--- config.mk ---
export PLATFORM = sky130hd
export DESIGN_NAME = four_level_page_table_walker_core
export DESIGN_NICKNAME = d
export VERILOG_FILES = /design/src/hw/rtl/flptw_pkg.sv /design/src/hw/rtl/flptw_front.sv /design/src/hw/rtl/flptw_cmdq.sv /design/src/hw/rtl/flptw_back.sv /design/src/hw/rtl/four_level_page_table_walker_core.sv
export VERILOG_INCLUDE_DIRS = /design/src /design/src/hw/rtl
export SDC_FILE = /design/constraint.sdc
export NUM_CORES = 1
export LEC_CHECK = 0
export ABC_AREA = 1
export BUFFER_PORTS_ARGS = -buffer_cell sky130_fd_sc_hd__buf_2
export CAP_MARGIN = 0
export CORE_MARGIN = 4
export CORE_UTILIZATION = 48
export DETAILED_ROUTE_END_ITERATION = 12
export PLACE_DENSITY = 0.76
export SLEW_MARGIN = 20
export SYNTH_ARGS = -nofsm -noshare
export SYNTH_HDL_FRONTEND = slang
export SYNTH_HIERARCHICAL = 1
export SYNTH_SLANG_ARGS = --single-unit
--- constraint.sdc ---
create_clock -name clk_i -period 14.15 [get_ports clk_i]
set_clock_uncertainty 0.1 [all_clocks]
set_input_delay 2.83 -clock clk_i [delete_from_list [all_inputs] [get_ports clk_i]]
set_output_delay 2.83 -clock clk_i [all_outputs]
set_load 0.005 [all_outputs]
--- src/hw/rtl/four_level_page_table_walker_core_macros.svh ---
// Assertion helpers shared by the walker's top level.
// Each macro expects clk_i and rst_ni to be visible where it is used.
`ifndef FOUR_LEVEL_PAGE_TABLE_WALKER_CORE_MACROS_SVH
`define FOUR_LEVEL_PAGE_TABLE_WALKER_CORE_MACROS_SVH

// The consequent must hold in the same cycle as the antecedent.
`define FLPTW_ASSERT_SAME(lbl, ante, cons, msg) \
  lbl: assert property (@(posedge clk_i) disable iff (!rst_ni) (ante) |-> (cons)) \
    else $error(msg);

// The consequent must hold in the cycle after the antecedent.
`define FLPTW_ASSERT_NEXT(lbl, ante, cons, msg) \
  lbl: assert property (@(posedge clk_i) disable iff (!rst_ni) (ante) |=> (cons)) \
    else $error(msg);

`endif

--- src/hw/rtl/flptw_pkg.sv ---
package flptw_pkg;

  // Fixed widths of the request and result fields.
  localparam int unsigned VA_W     = 48;
  localparam int unsigned PA_W_MAX = 52;
  localparam int unsigned ENTRY_W  = 64;
  localparam int unsigned OFF_W    = 30;
  localparam int unsigned IDX_W    = 9;

  // Depth of the command queue between front and back.
  localparam int unsigned CMDQ_DEPTH = 2;

  // Configuration port.
  localparam int unsigned PADDR_W = 4;
  localparam int unsigned PDATA_W = 64;
  localparam logic        REG_TABLE_ROOT = 1'b0;

  // Request kinds.
  localparam logic KIND_START = 1'b0;
  localparam logic KIND_REPLY = 1'b1;

  // Result actions.
  localparam logic [1:0] ACT_READ  = 2'd0;
  localparam logic [1:0] ACT_DONE  = 2'd1;
  localparam logic [1:0] ACT_FAULT = 2'd2;

  // Page size codes.
  localparam logic [1:0] SIZE_4K = 2'd0;
  localparam logic [1:0] SIZE_2M = 2'd1;
  localparam logic [1:0] SIZE_1G = 2'd2;

  // Walk levels, top table first.
  localparam logic [1:0] LVL_ROOT = 2'd3;
  localparam logic [1:0] LVL_GIGA = 2'd2;
  localparam logic [1:0] LVL_MEGA = 2'd1;
  localparam logic [1:0] LVL_LEAF = 2'd0;

  // Entry bit positions.
  localparam int unsigned PTE_PRESENT = 0;
  localparam int unsigned PTE_HUGE    = 7;

  // Frame masks for the three page sizes.
  localparam logic [PA_W_MAX-1:0] FRAME_MASK_4K = ~52'hFFF;
  localparam logic [PA_W_MAX-1:0] FRAME_MASK_2M = ~52'h1F_FFFF;
  localparam logic [PA_W_MAX-1:0] FRAME_MASK_1G = ~52'h3FFF_FFFF;

  // Command passed from front to back.
  typedef enum logic [1:0] {
    CMD_READ,
    CMD_DONE,
    CMD_FAULT
  } cmd_op_e;

  typedef struct packed {
    cmd_op_e             op;
    logic [PA_W_MAX-1:0] base;
    logic [OFF_W-1:0]    addend;
    logic [1:0]          size;
    logic [1:0]          level;
  } cmd_t;

  // Walk status exported by the front.
  typedef struct packed {
    logic       busy;
    logic [1:0] level;
  } front_status_t;

endpackage

--- src/hw/rtl/flptw_front.sv ---
module flptw_front import flptw_pkg::*; #(
  parameter int unsigned PHYS_ADDR_BITS = 52
) (
  input  logic                clk_i,
  input  logic                rst_ni,
  input  logic                push_i,
  input  logic                kind_i,
  input  logic [VA_W-1:0]     virtual_address_i,
  input  logic [ENTRY_W-1:0]  read_data_i,
  input  logic                read_ok_i,
  input  logic [PA_W_MAX-1:0] table_root_i,
  input  logic                q_full_i,
  output logic                q_push_o,
  output cmd_t                q_cmd_o,
  output front_status_t       status_o
);

  localparam logic [PA_W_MAX:0]   PaMaskW = (53'(1) << PHYS_ADDR_BITS) - 53'(1);
  localparam logic [PA_W_MAX-1:0] PaMask  = PaMaskW[PA_W_MAX-1:0];

  logic [1:0]          level_q, level_d;
  logic [VA_W-1:0]     saved_q, saved_d;
  logic                busy_q, busy_d;
  logic                accept;
  logic [1:0]          next_level;
  logic [IDX_W-1:0]    next_idx;
  logic [PA_W_MAX-1:0] entry_pa;
  logic                present;
  logic                huge_page;

  assign accept     = push_i && !q_full_i;
  assign entry_pa   = read_data_i[PA_W_MAX-1:0] & PaMask;
  assign present    = read_ok_i && read_data_i[PTE_PRESENT];
  assign huge_page  = read_data_i[PTE_HUGE];
  assign next_level = level_q - 2'd1;

  // Index into the next table, taken from the saved address.
  always_comb begin
    case (next_level)
      LVL_GIGA: next_idx = saved_q[38:30];
      LVL_MEGA: next_idx = saved_q[29:21];
      default:  next_idx = saved_q[20:12];
    endcase
  end

  // Classify the request and advance the walk state.
  always_comb begin
    level_d  = level_q;
    saved_d  = saved_q;
    busy_d   = busy_q;
    q_push_o = 1'b0;
    q_cmd_o  = '{op: CMD_READ, base: '0, addend: '0, size: SIZE_4K, level: LVL_LEAF};
    if (accept) begin
      if (kind_i == KIND_START) begin
        saved_d        = virtual_address_i;
        level_d        = LVL_ROOT;
        busy_d         = 1'b1;
        q_push_o       = 1'b1;
        q_cmd_o.base   = table_root_i & PaMask & FRAME_MASK_4K;
        q_cmd_o.addend = {18'd0, virtual_address_i[47:39], 3'd0};
      end else if (busy_q) begin
        q_push_o = 1'b1;
        if (!present) begin
          busy_d        = 1'b0;
          q_cmd_o.op    = CMD_FAULT;
          q_cmd_o.level = level_q;
        end else if (level_q == LVL_GIGA && huge_page) begin
          busy_d         = 1'b0;
          q_cmd_o.op     = CMD_DONE;
          q_cmd_o.base   = entry_pa & FRAME_MASK_1G;
          q_cmd_o.addend = saved_q[29:0];
          q_cmd_o.size   = SIZE_1G;
        end else if (level_q == LVL_MEGA && huge_page) begin
          busy_d         = 1'b0;
          q_cmd_o.op     = CMD_DONE;
          q_cmd_o.base   = entry_pa & FRAME_MASK_2M;
          q_cmd_o.addend = {9'd0, saved_q[20:0]};
          q_cmd_o.size   = SIZE_2M;
        end else if (level_q == LVL_LEAF) begin
          busy_d         = 1'b0;
          q_cmd_o.op     = CMD_DONE;
          q_cmd_o.base   = entry_pa & FRAME_MASK_4K;
          q_cmd_o.addend = {18'd0, saved_q[11:0]};
          q_cmd_o.size   = SIZE_4K;
        end else begin
          level_d        = next_level;
          q_cmd_o.base   = entry_pa & FRAME_MASK_4K;
          q_cmd_o.addend = {18'd0, next_idx, 3'd0};
        end
      end
    end
  end

  always_ff @(posedge clk_i or negedge rst_ni) begin
    if (!rst_ni) begin
      level_q <= LVL_LEAF;
      saved_q <= '0;
      busy_q  <= 1'b0;
    end else begin
      level_q <= level_d;
      saved_q <= saved_d;
      busy_q  <= busy_d;
    end
  end

  assign status_o = '{busy: busy_q, level: level_q};

endmodule

--- src/hw/rtl/flptw_cmdq.sv ---
module flptw_cmdq import flptw_pkg::*; (
  input  logic clk_i,
  input  logic rst_ni,
  input  logic push_i,
  input  cmd_t push_cmd_i,
  output logic full_o,
  input  logic pop_i,
  output cmd_t pop_cmd_o,
  output logic empty_o
);

  localparam int unsigned PtrW = (CMDQ_DEPTH > 1) ? $clog2(CMDQ_DEPTH) : 1;
  localparam int unsigned CntW = $clog2(CMDQ_DEPTH + 1);
  localparam logic [CntW-1:0] DepthC = CntW'(CMDQ_DEPTH);
  localparam logic [PtrW-1:0] LastPtr = PtrW'(CMDQ_DEPTH - 1);

  cmd_t            mem_q [CMDQ_DEPTH];
  logic [PtrW-1:0] wr_ptr_q, wr_ptr_d;
  logic [PtrW-1:0] rd_ptr_q, rd_ptr_d;
  logic [CntW-1:0] count_q, count_d;
  logic            do_push;
  logic            do_pop;

  assign full_o    = (count_q == DepthC);
  assign empty_o   = (count_q == '0);
  assign do_push   = push_i && !full_o;
  assign do_pop    = pop_i && !empty_o;
  assign pop_cmd_o = mem_q[rd_ptr_q];

  // Pointer and fill count update.
  always_comb begin
    wr_ptr_d = wr_ptr_q;
    rd_ptr_d = rd_ptr_q;
    count_d  = count_q;
    if (do_push) begin
      wr_ptr_d = (wr_ptr_q == LastPtr) ? '0 : wr_ptr_q + PtrW'(1);
    end
    if (do_pop) begin
      rd_ptr_d = (rd_ptr_q == LastPtr) ? '0 : rd_ptr_q + PtrW'(1);
    end
    if (do_push && !do_pop) begin
      count_d = count_q + CntW'(1);
    end else if (do_pop && !do_push) begin
      count_d = count_q - CntW'(1);
    end
  end

  always_ff @(posedge clk_i or negedge rst_ni) begin
    if (!rst_ni) begin
      wr_ptr_q <= '0;
      rd_ptr_q <= '0;
      count_q  <= '0;
    end else begin
      wr_ptr_q <= wr_ptr_d;
      rd_ptr_q <= rd_ptr_d;
      count_q  <= count_d;
    end
  end

  // Queue storage.
  always_ff @(posedge clk_i) begin
    if (do_push) begin
      mem_q[wr_ptr_q] <= push_cmd_i;
    end
  end

endmodule

--- src/hw/rtl/flptw_back.sv ---
module flptw_back import flptw_pkg::*; #(
  parameter int unsigned PHYS_ADDR_BITS = 52
) (
  input  logic                clk_i,
  input  logic                rst_ni,
  input  logic                cmd_valid_i,
  input  cmd_t                cmd_i,
  output logic                cmd_pop_o,
  input  logic                pop_i,
  output logic                empty_o,
  output logic [1:0]          action_o,
  output logic [PA_W_MAX-1:0] read_address_o,
  output logic [PA_W_MAX-1:0] xlat_addr_o,
  output logic [1:0]          size_code_o,
  output logic [OFF_W-1:0]    pg_off_o,
  output logic [1:0]          fault_level_o
);

  localparam logic [PA_W_MAX:0]   PaMaskW = (53'(1) << PHYS_ADDR_BITS) - 53'(1);
  localparam logic [PA_W_MAX-1:0] PaMask  = PaMaskW[PA_W_MAX-1:0];

  logic                valid_q, valid_d;
  logic                take;
  logic [PA_W_MAX-1:0] sum;
  logic [1:0]          action_q, action_d;
  logic [PA_W_MAX-1:0] raddr_q, raddr_d;
  logic [PA_W_MAX-1:0] paddr_q, paddr_d;
  logic [1:0]          size_q, size_d;
  logic [OFF_W-1:0]    off_q, off_d;
  logic [1:0]          flevel_q, flevel_d;

  // The result register is free when empty or being drained this cycle.
  assign take      = cmd_valid_i && (!valid_q || pop_i);
  assign cmd_pop_o = take;
  assign sum       = (cmd_i.base + {{(PA_W_MAX - OFF_W){1'b0}}, cmd_i.addend}) & PaMask;

  // Form the result from the queued command.
  always_comb begin
    action_d = ACT_READ;
    raddr_d  = '0;
    paddr_d  = '0;
    size_d   = SIZE_4K;
    off_d    = '0;
    flevel_d = LVL_LEAF;
    case (cmd_i.op)
      CMD_READ: begin
        action_d = ACT_READ;
        raddr_d  = sum;
      end
      CMD_DONE: begin
        action_d = ACT_DONE;
        paddr_d  = sum;
        size_d   = cmd_i.size;
        off_d    = cmd_i.addend;
      end
      CMD_FAULT: begin
        action_d = ACT_FAULT;
        flevel_d = cmd_i.level;
      end
      default: begin
        action_d = ACT_FAULT;
      end
    endcase
  end

  always_comb begin
    valid_d = valid_q;
    if (take) begin
      valid_d = 1'b1;
    end else if (pop_i) begin
      valid_d = 1'b0;
    end
  end

  always_ff @(posedge clk_i or negedge rst_ni) begin
    if (!rst_ni) begin
      valid_q <= 1'b0;
    end else begin
      valid_q <= valid_d;
    end
  end

  // Result payload.
  always_ff @(posedge clk_i) begin
    if (take) begin
      action_q <= action_d;
      raddr_q  <= raddr_d;
      paddr_q  <= paddr_d;
      size_q   <= size_d;
      off_q    <= off_d;
      flevel_q <= flevel_d;
    end
  end

  assign empty_o        = !valid_q;
  assign action_o       = action_q;
  assign read_address_o = raddr_q;
  assign xlat_addr_o    = paddr_q;
  assign size_code_o    = size_q;
  assign pg_off_o       = off_q;
  assign fault_level_o  = flevel_q;

endmodule

--- src/hw/rtl/four_level_page_table_walker_core.sv ---
// The front classifies an accepted request into the command queue; the back then
// forms the address sum and registers it once its result register is free. A
// reply with no walk in progress gives no result. Throughput: one request per
// cycle while the two-entry queue that separates front and back is not full.
// Reset is asynchronous and active low: the walker goes idle, the queue and the
// result register empty, and the table root register clears to zero.
`include "four_level_page_table_walker_core_macros.svh"

module four_level_page_table_walker_core import flptw_pkg::*; #(
  parameter int unsigned PHYS_ADDR_BITS = 52
) (
  input  logic                clk_i,
  input  logic                rst_ni,
  // Configuration port.
  input  logic                psel,
  input  logic                penable,
  input  logic                pwrite,
  input  logic [PADDR_W-1:0]  paddr,
  input  logic [PDATA_W-1:0]  pwdata,
  output logic [PDATA_W-1:0]  prdata,
  output logic                pready,
  // Request side.
  input  logic                push,
  output logic                full,
  input  logic                kind_i,
  input  logic [VA_W-1:0]     virtual_address_i,
  input  logic [ENTRY_W-1:0]  read_data_i,
  input  logic                read_ok_i,
  // Result side.
  input  logic                pop,
  output logic                empty,
  output logic [1:0]          action_o,
  output logic [PA_W_MAX-1:0] read_address_o,
  output logic [PA_W_MAX-1:0] xlat_addr_o,
  output logic [1:0]          size_code_o,
  output logic [OFF_W-1:0]    pg_off_o,
  output logic [1:0]          fault_level_o
);

  logic [PA_W_MAX-1:0] root_q, root_d;
  logic                cfg_write;
  logic                q_push;
  logic                q_full;
  logic                q_pop;
  logic                q_empty;
  cmd_t                q_in_cmd;
  cmd_t                q_out_cmd;
  front_status_t       status;

  // Register file: a single table root register.
  assign pready    = 1'b1;
  assign cfg_write = psel && penable && pwrite && pready;

  always_comb begin
    root_d = root_q;
    if (cfg_write && paddr[3] == REG_TABLE_ROOT) begin
      root_d = pwdata[PA_W_MAX-1:0];
    end
  end

  always_comb begin
    prdata = '0;
    if (paddr[3] == REG_TABLE_ROOT) begin
      prdata = {{(PDATA_W - PA_W_MAX){1'b0}}, root_q};
    end
  end

  always_ff @(posedge clk_i or negedge rst_ni) begin
    if (!rst_ni) begin
      root_q <= '0;
    end else begin
      root_q <= root_d;
    end
  end

  assign full = q_full;

  // Front: takes requests and tracks the walk.
  flptw_front #(
    .PHYS_ADDR_BITS(PHYS_ADDR_BITS)
  ) u_front (
    .clk_i            (clk_i),
    .rst_ni           (rst_ni),
    .push_i           (push),
    .kind_i           (kind_i),
    .virtual_address_i(virtual_address_i),
    .read_data_i      (read_data_i),
    .read_ok_i        (read_ok_i),
    .table_root_i     (root_q),
    .q_full_i         (q_full),
    .q_push_o         (q_push),
    .q_cmd_o          (q_in_cmd),
    .status_o         (status)
  );

  // Command queue between front and back.
  flptw_cmdq u_cmdq (
    .clk_i     (clk_i),
    .rst_ni    (rst_ni),
    .push_i    (q_push),
    .push_cmd_i(q_in_cmd),
    .full_o    (q_full),
    .pop_i     (q_pop),
    .pop_cmd_o (q_out_cmd),
    .empty_o   (q_empty)
  );

  // Back: forms addresses and holds the result.
  flptw_back #(
    .PHYS_ADDR_BITS(PHYS_ADDR_BITS)
  ) u_back (
    .clk_i         (clk_i),
    .rst_ni        (rst_ni),
    .cmd_valid_i   (!q_empty),
    .cmd_i         (q_out_cmd),
    .cmd_pop_o     (q_pop),
    .pop_i         (pop),
    .empty_o       (empty),
    .action_o      (action_o),
    .read_address_o(read_address_o),
    .xlat_addr_o   (xlat_addr_o),
    .size_code_o   (size_code_o),
    .pg_off_o      (pg_off_o),
    .fault_level_o (fault_level_o)
  );

  // Checks on the walk bookkeeping and the queue.
  `FLPTW_ASSERT_SAME(a_no_push_when_full, q_full, !q_push, "command pushed into full queue")
  `FLPTW_ASSERT_SAME(a_idle_reply_dropped, push && !full && kind_i == KIND_REPLY && !status.busy, !q_push, "reply while idle produced a command")
  `FLPTW_ASSERT_NEXT(a_start_begins_walk, push && !full && kind_i == KIND_START, status.busy && status.level == LVL_ROOT, "start did not begin a walk at the top level")
  `FLPTW_ASSERT_SAME(a_pop_needs_command, q_pop, !q_empty, "back took a command from an empty queue")

endmodule

Word-level counts from Yosys, hierarchy flattened
Memory sizes are Yosys's and may differ from the RTL's.
Cells that the tools add are included.

operators by class
  bitwise logic cells = 2
  add/sub/neg operators = 6
  multiplexer cells = 38
  reduce and logical (&&, ||, !) cells = 25
  equality and inequality tests = 12

operators by type and width
  cell                   count
  $mux W88               2
  $mux W85               2
  $mux W84               1
  $mux W82               1
  $add A52 B30 Y52       1
  $mux W52               1
  $mux W2                11
  $pmux W9 S2            1
  $mux W1                16
  $logic_and A1 B1 Y1    12
  $mux W12               1
  $eq A2 B2 Y1 const B   4
  $eq A2 B1 Y1 const B   3
  $logic_not A2 Y1       3
  $ne A2 B2 Y1 const B   3
  $reduce_and A6 Y1      1
  $logic_not A1 Y1       5
  $mux W4                1
  $ne A2 B1 Y1 const B   2
  $pmux W2 S2            1
  $reduce_bool A2 Y1     2
  $sub A2 B1 Y2 const B  2
  $add A1 B1 Y1 const B  2
  $add A2 B1 Y2 const B  1
  other kinds (3)        4

word-level totals
  input port bits = 189
  flip-flop bits (word level) = 239
  RAM bits = 176
  memories = 1
  logic and storage cells = 98

memory list
  memory        words  bits a word  rd ports  clocked after memory_dff  wr ports  RTL line          text
  u_cmdq.mem_q  2      88           1         0                         1         flptw_cmdq.sv:17  cmd_t mem_q [CMDQ_DEPTH];

Longest topological paths before layout
Gate-level depths: netlist of the first run.

  depth after elaboration = 10
  mapped depth = 20
  mapped depth without buffers = 17

Modules after synthesis
Netlist of the first run, hierarchy kept.

by module, submodules not included
  module                             cells each  sequential area each (sq um)  area an instance (sq um)  times used
  flptw_back                         1097        4229.1                        8723.4                    1
  flptw_cmdq                         491         5385.2                        6622.6                    1
  flptw_front                        459         1051.0                        2889.0                    1
  four_level_page_table_walker_core  354         1301.2                        2583.7                    1

Worst setup path after synthesis of the first run
No wires, ideal clock.

  path kind = in2reg
  start = input port pop
  end = register u_cmdq.count_q[1]
  path slack = 3279 ps
  library setup time = 117 ps
  required time = 13933 ps
  cell stages on the path = 8
  data arrival time = 10654 ps
  cells stage by stage = nor2_1 > nor2_1 > o21ai_0 > ha_1 > inv_1 > nand3_1 > nand2_1 > nand2_1

between the ends
  cells in the longest elaborated chain, start to end = 6

RTL lines
  what                                           RTL line                                 text
  from (decl)                                    four_level_page_table_walker_core.sv:30  input logic pop,
  $logic_or A1 B1 Y1 (*)                         flptw_back.sv:33                         assign take = cmd_valid_i && (!valid_q || pop_i);
  $logic_and A1 B1 Y1 (*)                        flptw_back.sv:33
  net q_pop                                      four_level_page_table_walker_core.sv:44  logic q_pop;
  $logic_and A1 B1 Y1 (*)                        flptw_cmdq.sv:27                         assign do_pop = pop_i && !empty_o;
  $logic_not A1 Y1                               flptw_cmdq.sv:41                         if (do_push && !do_pop) begin
  $logic_and A1 B1 Y1                            flptw_cmdq.sv:41
  $mux W2 or $reduce_bool A2 Y1 (tied branches)  --
  to (signal assigned)                           flptw_cmdq.sv:56                         count_q <= count_d;
  to (decl)                                      flptw_cmdq.sv:20                         logic [CntW-1:0] count_q, count_d;

The timed path passes the listed nets; every way through them passes the cells marked *.
A chain may end at the register's enable or synchronous reset.

Worst setup path after layout of the first run
  start = input port paddr[3]
  end = output port prdata[26]

between the ends
  cells in the longest elaborated chain, start to end = 1

RTL lines
  what         RTL line                                 text
  from (decl)  four_level_page_table_walker_core.sv:18  input logic [PADDR_W-1:0] paddr,
  $mux W52     four_level_page_table_walker_core.sv:63  if (paddr[3] == REG_TABLE_ROOT) begin
  to (decl)    four_level_page_table_walker_core.sv:20  output logic [PDATA_W-1:0] prdata,

Every way passes these cells.

==> metrics.csv, run 1 <==
metric;value;unit
Final Net Count;2944;
CTS Buf Count;43;
Vias/cell;4.94;
drt first pass iters;5;
worst rel slew slack;0.349;
most common cell after layout, fill and taps aside;nand2_1;
drt wl/cell;16.6;um
Critical Path AT;3.83;ns
GRT overflow;0;
footprint of the multi-input gates;0.00724;mm^2
worst hold path class;reg2reg;
most frequent cells in the layout;938 x nand2_1, 344 x buf_2, 316 x edfxtp_1;
DP Worst Slack;7.40;ns
Final WS setup;7.39;ns
Final Hold Viols;0;
Core ar.;0.0430;mm^2
Fill cells;3890;
Area Overhead vs Synth;16.6;%
register area;0.0120;mm^2
post-synthesis average cell area;8.67;um^2
status;finished clean;
Bufs and invs on worst path;2;
Port Buf Inserts;345;
H-Tree Level Count;2;
Rows;76;
ant diodes;0;
CTS tree;yes;
hold-fix buffers at CTS;0;
Max Cap Viol;0;
reg-to-reg slack, setup;10.55;ns
Die X-Extent;216;um
Clock Tree Buf Depth;3;
initial core utilization;0.484;
Syn Inst Count;2400;
DRC errors left;0;
Final Setup Violations;0;
Pleak;11.8;nW
clk slew on worst S/H paths;0.06;ns
slowest stage delay, CP;0.69;ns
unrepaired setup endpoints after global routing;false;
Syn. warnings;6;
final slew viol count;0;
vias in the first global route;15800;
most frequent CP cell;buf_2;
Least-Margin Pin Slew;0.976;ns
PnR Total Power;5.51;mW
clock period minus worst slack;6.76;ns
FMAX;148;MHz
Tcrit/Tclk final;0.477;
critical path's slowest cell;buf_2;
Vias;16500;
Worst Hold Slack;0.375;ns
first-pass GRT wire length;85.2;mm
clk sink count;415;
VDD IR max;0.000140;V
crit path kind;in2out;
WL final;55.2;mm
crit path capture type;output pin;
CP Cell Sequence;buf_2, nor2_1, buf_2;
initial antenna violation count;2;
Root Driver;clkbuf_16;
Ports;396;
die footprint;0.0468;mm^2
Sum Neg Setup Slack;0;ns
largest net degree at the start of global routing;102;
CP required;11.22;ns
post-cts repair resize count;0;
Crit Path Max Fanout;53;
layout cell share with drive strength beyond 1;0.190;
Routed Antenna Nets;0;
Post-CTS Repair Setup Buffers;0;
CP delay by family, top;buffers and inverters;
gpl congestion;0.916;
chip height;216;um
initial DRC count;1467;
mapped cell area;0.0208;mm^2
gr usage total;0.231;
Power Density;227;mW/mm^2
Worst setup SP type;input pin;
Skew-Pair Late Insertion Delay;0.56;ns
DP HPWL;42.0;mm
area by class of cell:
| class | instances | area share |
|---|---|---|
| clock buffers | 49 | 0.0453 |
| clock inverters | 29 | 0.0104 |
| inverters | 305 | 0.0473 |
| multi-input cells | 1599 | 0.298 |
| flip-flops and latches | 415 | 0.493 |
| well taps | 585 | 0.0302 |
| repair buffers | 355 | 0.0752 |
tightest hold or removal path, delay by kind of cell, from the launching register on:
| kind | cells | cell delay [ns] |
|---|---|---|
| DFF | 1 | 0.34 |
| and+or+nand+nor | 2 | 0.10 |
flip-flops by register name, summed over array words and instances (netlist names), 2 cells and up:
register               flops
u_cmdq/mem_q             176
root_q                    52
u_back/read_address_o     52
u_back/xlat_addr_o        52
u_front/saved_q           39
u_back/pg_off_o           30
u_back/action_o            2
u_back/fault_level_o       2
u_back/size_code_o         2
u_cmdq/count_q             2
u_front/level_q            2
stage by stage:
| stage | util | area (um^2) | cells |
|---|---|---|---|
| floorplan | - | 20900 | 2422 |
| global placement | 0.532 | 22900 | 3258 |
| detailed placement | 0.533 | 22900 | 3259 |
| CTS | 0.565 | 24300 | 3337 |
| global route | 0.565 | 24300 | 3337 |
| finish | 0.565 | 24300 | 3337 |
path summary, 6_finish.rpt:
kind,startpoint,to,cells after the start
worst max-delay path,paddr[3],prdata[26],3
worst min-delay path,u_front/saved_q[34]$_DFFE_PN0P_,u_front/saved_q[34]$_DFFE_PN0P_,2
worst max register to register,u_cmdq/rd_ptr_q$_DFFE_PN0P_,u_back/xlat_addr_o[32]$_SDFFCE_PP0P_,16
worst min register to register,u_front/saved_q[34]$_DFFE_PN0P_,u_front/saved_q[34]$_DFFE_PN0P_,2
max in group asynchronous,rst_ni,u_cmdq/rd_ptr_q$_DFFE_PN0P_,2
min in group asynchronous,rst_ni,u_front/saved_q[3]$_DFFE_PN0P_,1
power by group:
| group | leakage [nW] | total (mW) | switching, mW | internal, mW |
|---|---|---|---|---|
| Combinational | 6.89 | 2.45 | 1.71 | 0.742 |
| Sequential | 4.29 | 1.98 | 0.142 | 1.84 |
| Clock | 0.656 | 1.09 | 0.456 | 0.631 |
| Total | 11.8 | 5.51 | 2.30 | 3.21 |
per-layer routing:
layer  up-vias  wire length (um)  part of all wire  global-route usage
met1      7612             24000              0.43               0.324
met2       640             25700              0.46               0.371
li1       8136                 -                 -                   -
met4         4              1670             0.030              0.0783
met5         -                26           0.00047                   0
met3       101              3850             0.070              0.0344
Note: power is estimated with default switching activity, not from simulation.
==> inputs of run 2 (changes only) <==
==> constraint.sdc (replaced) <==
create_clock -name clk_i -period 6.4 [get_ports clk_i]
set_clock_uncertainty 0.1 [all_clocks]
set_input_delay 1.28 -clock clk_i [delete_from_list [all_inputs] [get_ports clk_i]]
set_output_delay 1.28 -clock clk_i [all_outputs]
set_load 0.005 [all_outputs]
==> run 2 against run 1 <==
The run now ends with design-rule violations left. Cell area is 0.79% higher. Worst setup slack got worse by 4.7 ns. Clock-buffer cell count rose by 3. Die area stayed put. Routed wire length shrank 0.37%. Via count fell by 0.77%. Non-clock buffer count grew 1. Sequential cell count is the same. Critical path type unchanged. Register-to-register slack lost 7.8 ns. Clock power rose by 150%.
==> metrics.csv, run 2 (synthesized netlist as in run 1, its figures left out) <==
metric;value;unit
Root Driver;clkbuf_16;
Skew-Pair Late Insertion Delay;0.58;ns
CP required;5.02;ns
status;finished with violations;
layout cell share with drive strength beyond 1;0.191;
initial antenna violation count;1;
Final Hold Viols;0;
H-Tree Level Count;2;
CTS tree;yes;
drt first pass iters;9;
worst hold path class;reg2reg;
failing checks;design-rule violations;
WL final;55.0;mm
final slew viol count;0;
initial core utilization;0.484;
Worst setup SP type;input pin;
CTS Buf Count;43;
Fill cells;3884;
clock period minus worst slack;3.70;ns
gr usage total;0.230;
Pleak;11.9;nW
Rows;76;
Clock Tree Buf Depth;3;
Area Overhead vs Synth;17.5;%
Final Core Density;0.569;
Ports;396;
number of flip-flops in the largest register;176;
FMAX;270;MHz
hold-fix buffers at CTS;0;
clk sink count;415;
Port Buf Inserts;345;
Final Setup Violations;0;
Vias;16400;
Post-CTS Repair Setup Buffers;0;
DRC errors left;1;
GRT overflow;0;
largest net degree at the start of global routing;90;
Core ar.;0.0430;mm^2
Sum Neg Setup Slack;0;ns
worst rel slew slack;0.356;
Critical Path AT;2.32;ns
crit path kind;in2out;
Vias/cell;4.90;
DP HPWL;41.6;mm
Power Density;510;mW/mm^2
chip height;216;um
ant diodes;0;
vias in the first global route;16000;
initial DRC count;1380;
unrepaired setup endpoints after global routing;false;
first-pass GRT wire length;84.9;mm
Worst Hold Slack;0.374;ns
Die X-Extent;216;um
drt wl/cell;16.5;um
Crit Path Max Fanout;53;
Max Cap Viol;0;
most common cell after layout, fill and taps aside;nand2_1;
VDD IR max;0.000260;V
Tcrit/Tclk final;0.578;
Routed Antenna Nets;0;
Largest Register;u_cmdq/mem_q;
Final Net Count;2945;
Worst Hold Launch;u_front/saved_q[37]$_DFFE_PN0P_;
gpl congestion;0.918;
Least-Margin Pin Slew;0.967;ns
most frequent cells in the layout;938 x nand2_1, 344 x buf_2, 316 x edfxtp_1;
r2r startpoint;u_cmdq/rd_ptr_q$_DFFE_PN0P_;
critical path startpoint;paddr[3];
crit path capture type;output pin;
post-cts repair resize count;0;
die footprint;0.0468;mm^2
clk slew on worst S/H paths;0.06;ns
## run 2: where the power goes
group	leakage (nW)	internal (mW)	switching, mW
combinational	6.90	1.64	3.77
sequential	4.29	4.06	0.313
clock	0.735	1.63	1.04
total	11.9	7.33	5.13
## run 2: through the flow
| stage | instances | setup slack [ns] | cell area [um^2] | power (mW) |
|---|---|---|---|---|
| after floorplan | 2422 | 0.324 | 20900 | 7.92 |
| after global placement | 3259 | 2.66 | 22900 | 9.63 |
| after detailed placement | 3260 | 2.59 | 22900 | 9.80 |
| after CTS | 3338 | 2.71 | 24500 | 12.5 |
| after global routing | 3338 | 2.41 | 24500 | 13.3 |
| final | 3338 | 2.70 | 24500 | 12.5 |
## run 2: final timing paths
path | to | slack (ns) | depth (start not counted)
worst max-delay path | prdata[27] | 2.70 | 3
worst min-delay path | u_front/saved_q[37]$_DFFE_PN0P_ | 0.37 | 2
worst max register to register | u_back/read_address_o[30]$_SDFFCE_PN0P_ | 2.71 | 16
worst min register to register | u_front/saved_q[37]$_DFFE_PN0P_ | 0.37 | 2
max in group asynchronous | root_q[45]$_DFFE_PN0P_ | 4.43 | 2
min in group asynchronous | u_front/saved_q[4]$_DFFE_PN0P_ | 0.57 | 1
## run 2: final cells by class
cell class	count	area, um^2	area share
Inverter	305	1150	0.0470
Timing Repair Buffer	356	1830	0.0749
Tap cell	585	732	0.0299
Clock inverter	26	404	0.0165
Clock buffer	52	1130	0.0462
Multi-Input combinational cell	1599	7240	0.296
Sequential cell	415	12000	0.489
## run 2: worst max-delay path: stages
cell and delay (ns):
buf_2 0.72, nor2_1 0.13, buf_2 0.17
## run 2: metal layers
layer,part of all wire,GRT usage
met2,0.46,0.375
met5,0.00024,0
met3,0.062,0.0337
met4,0.029,0.0762
met1,0.44,0.321
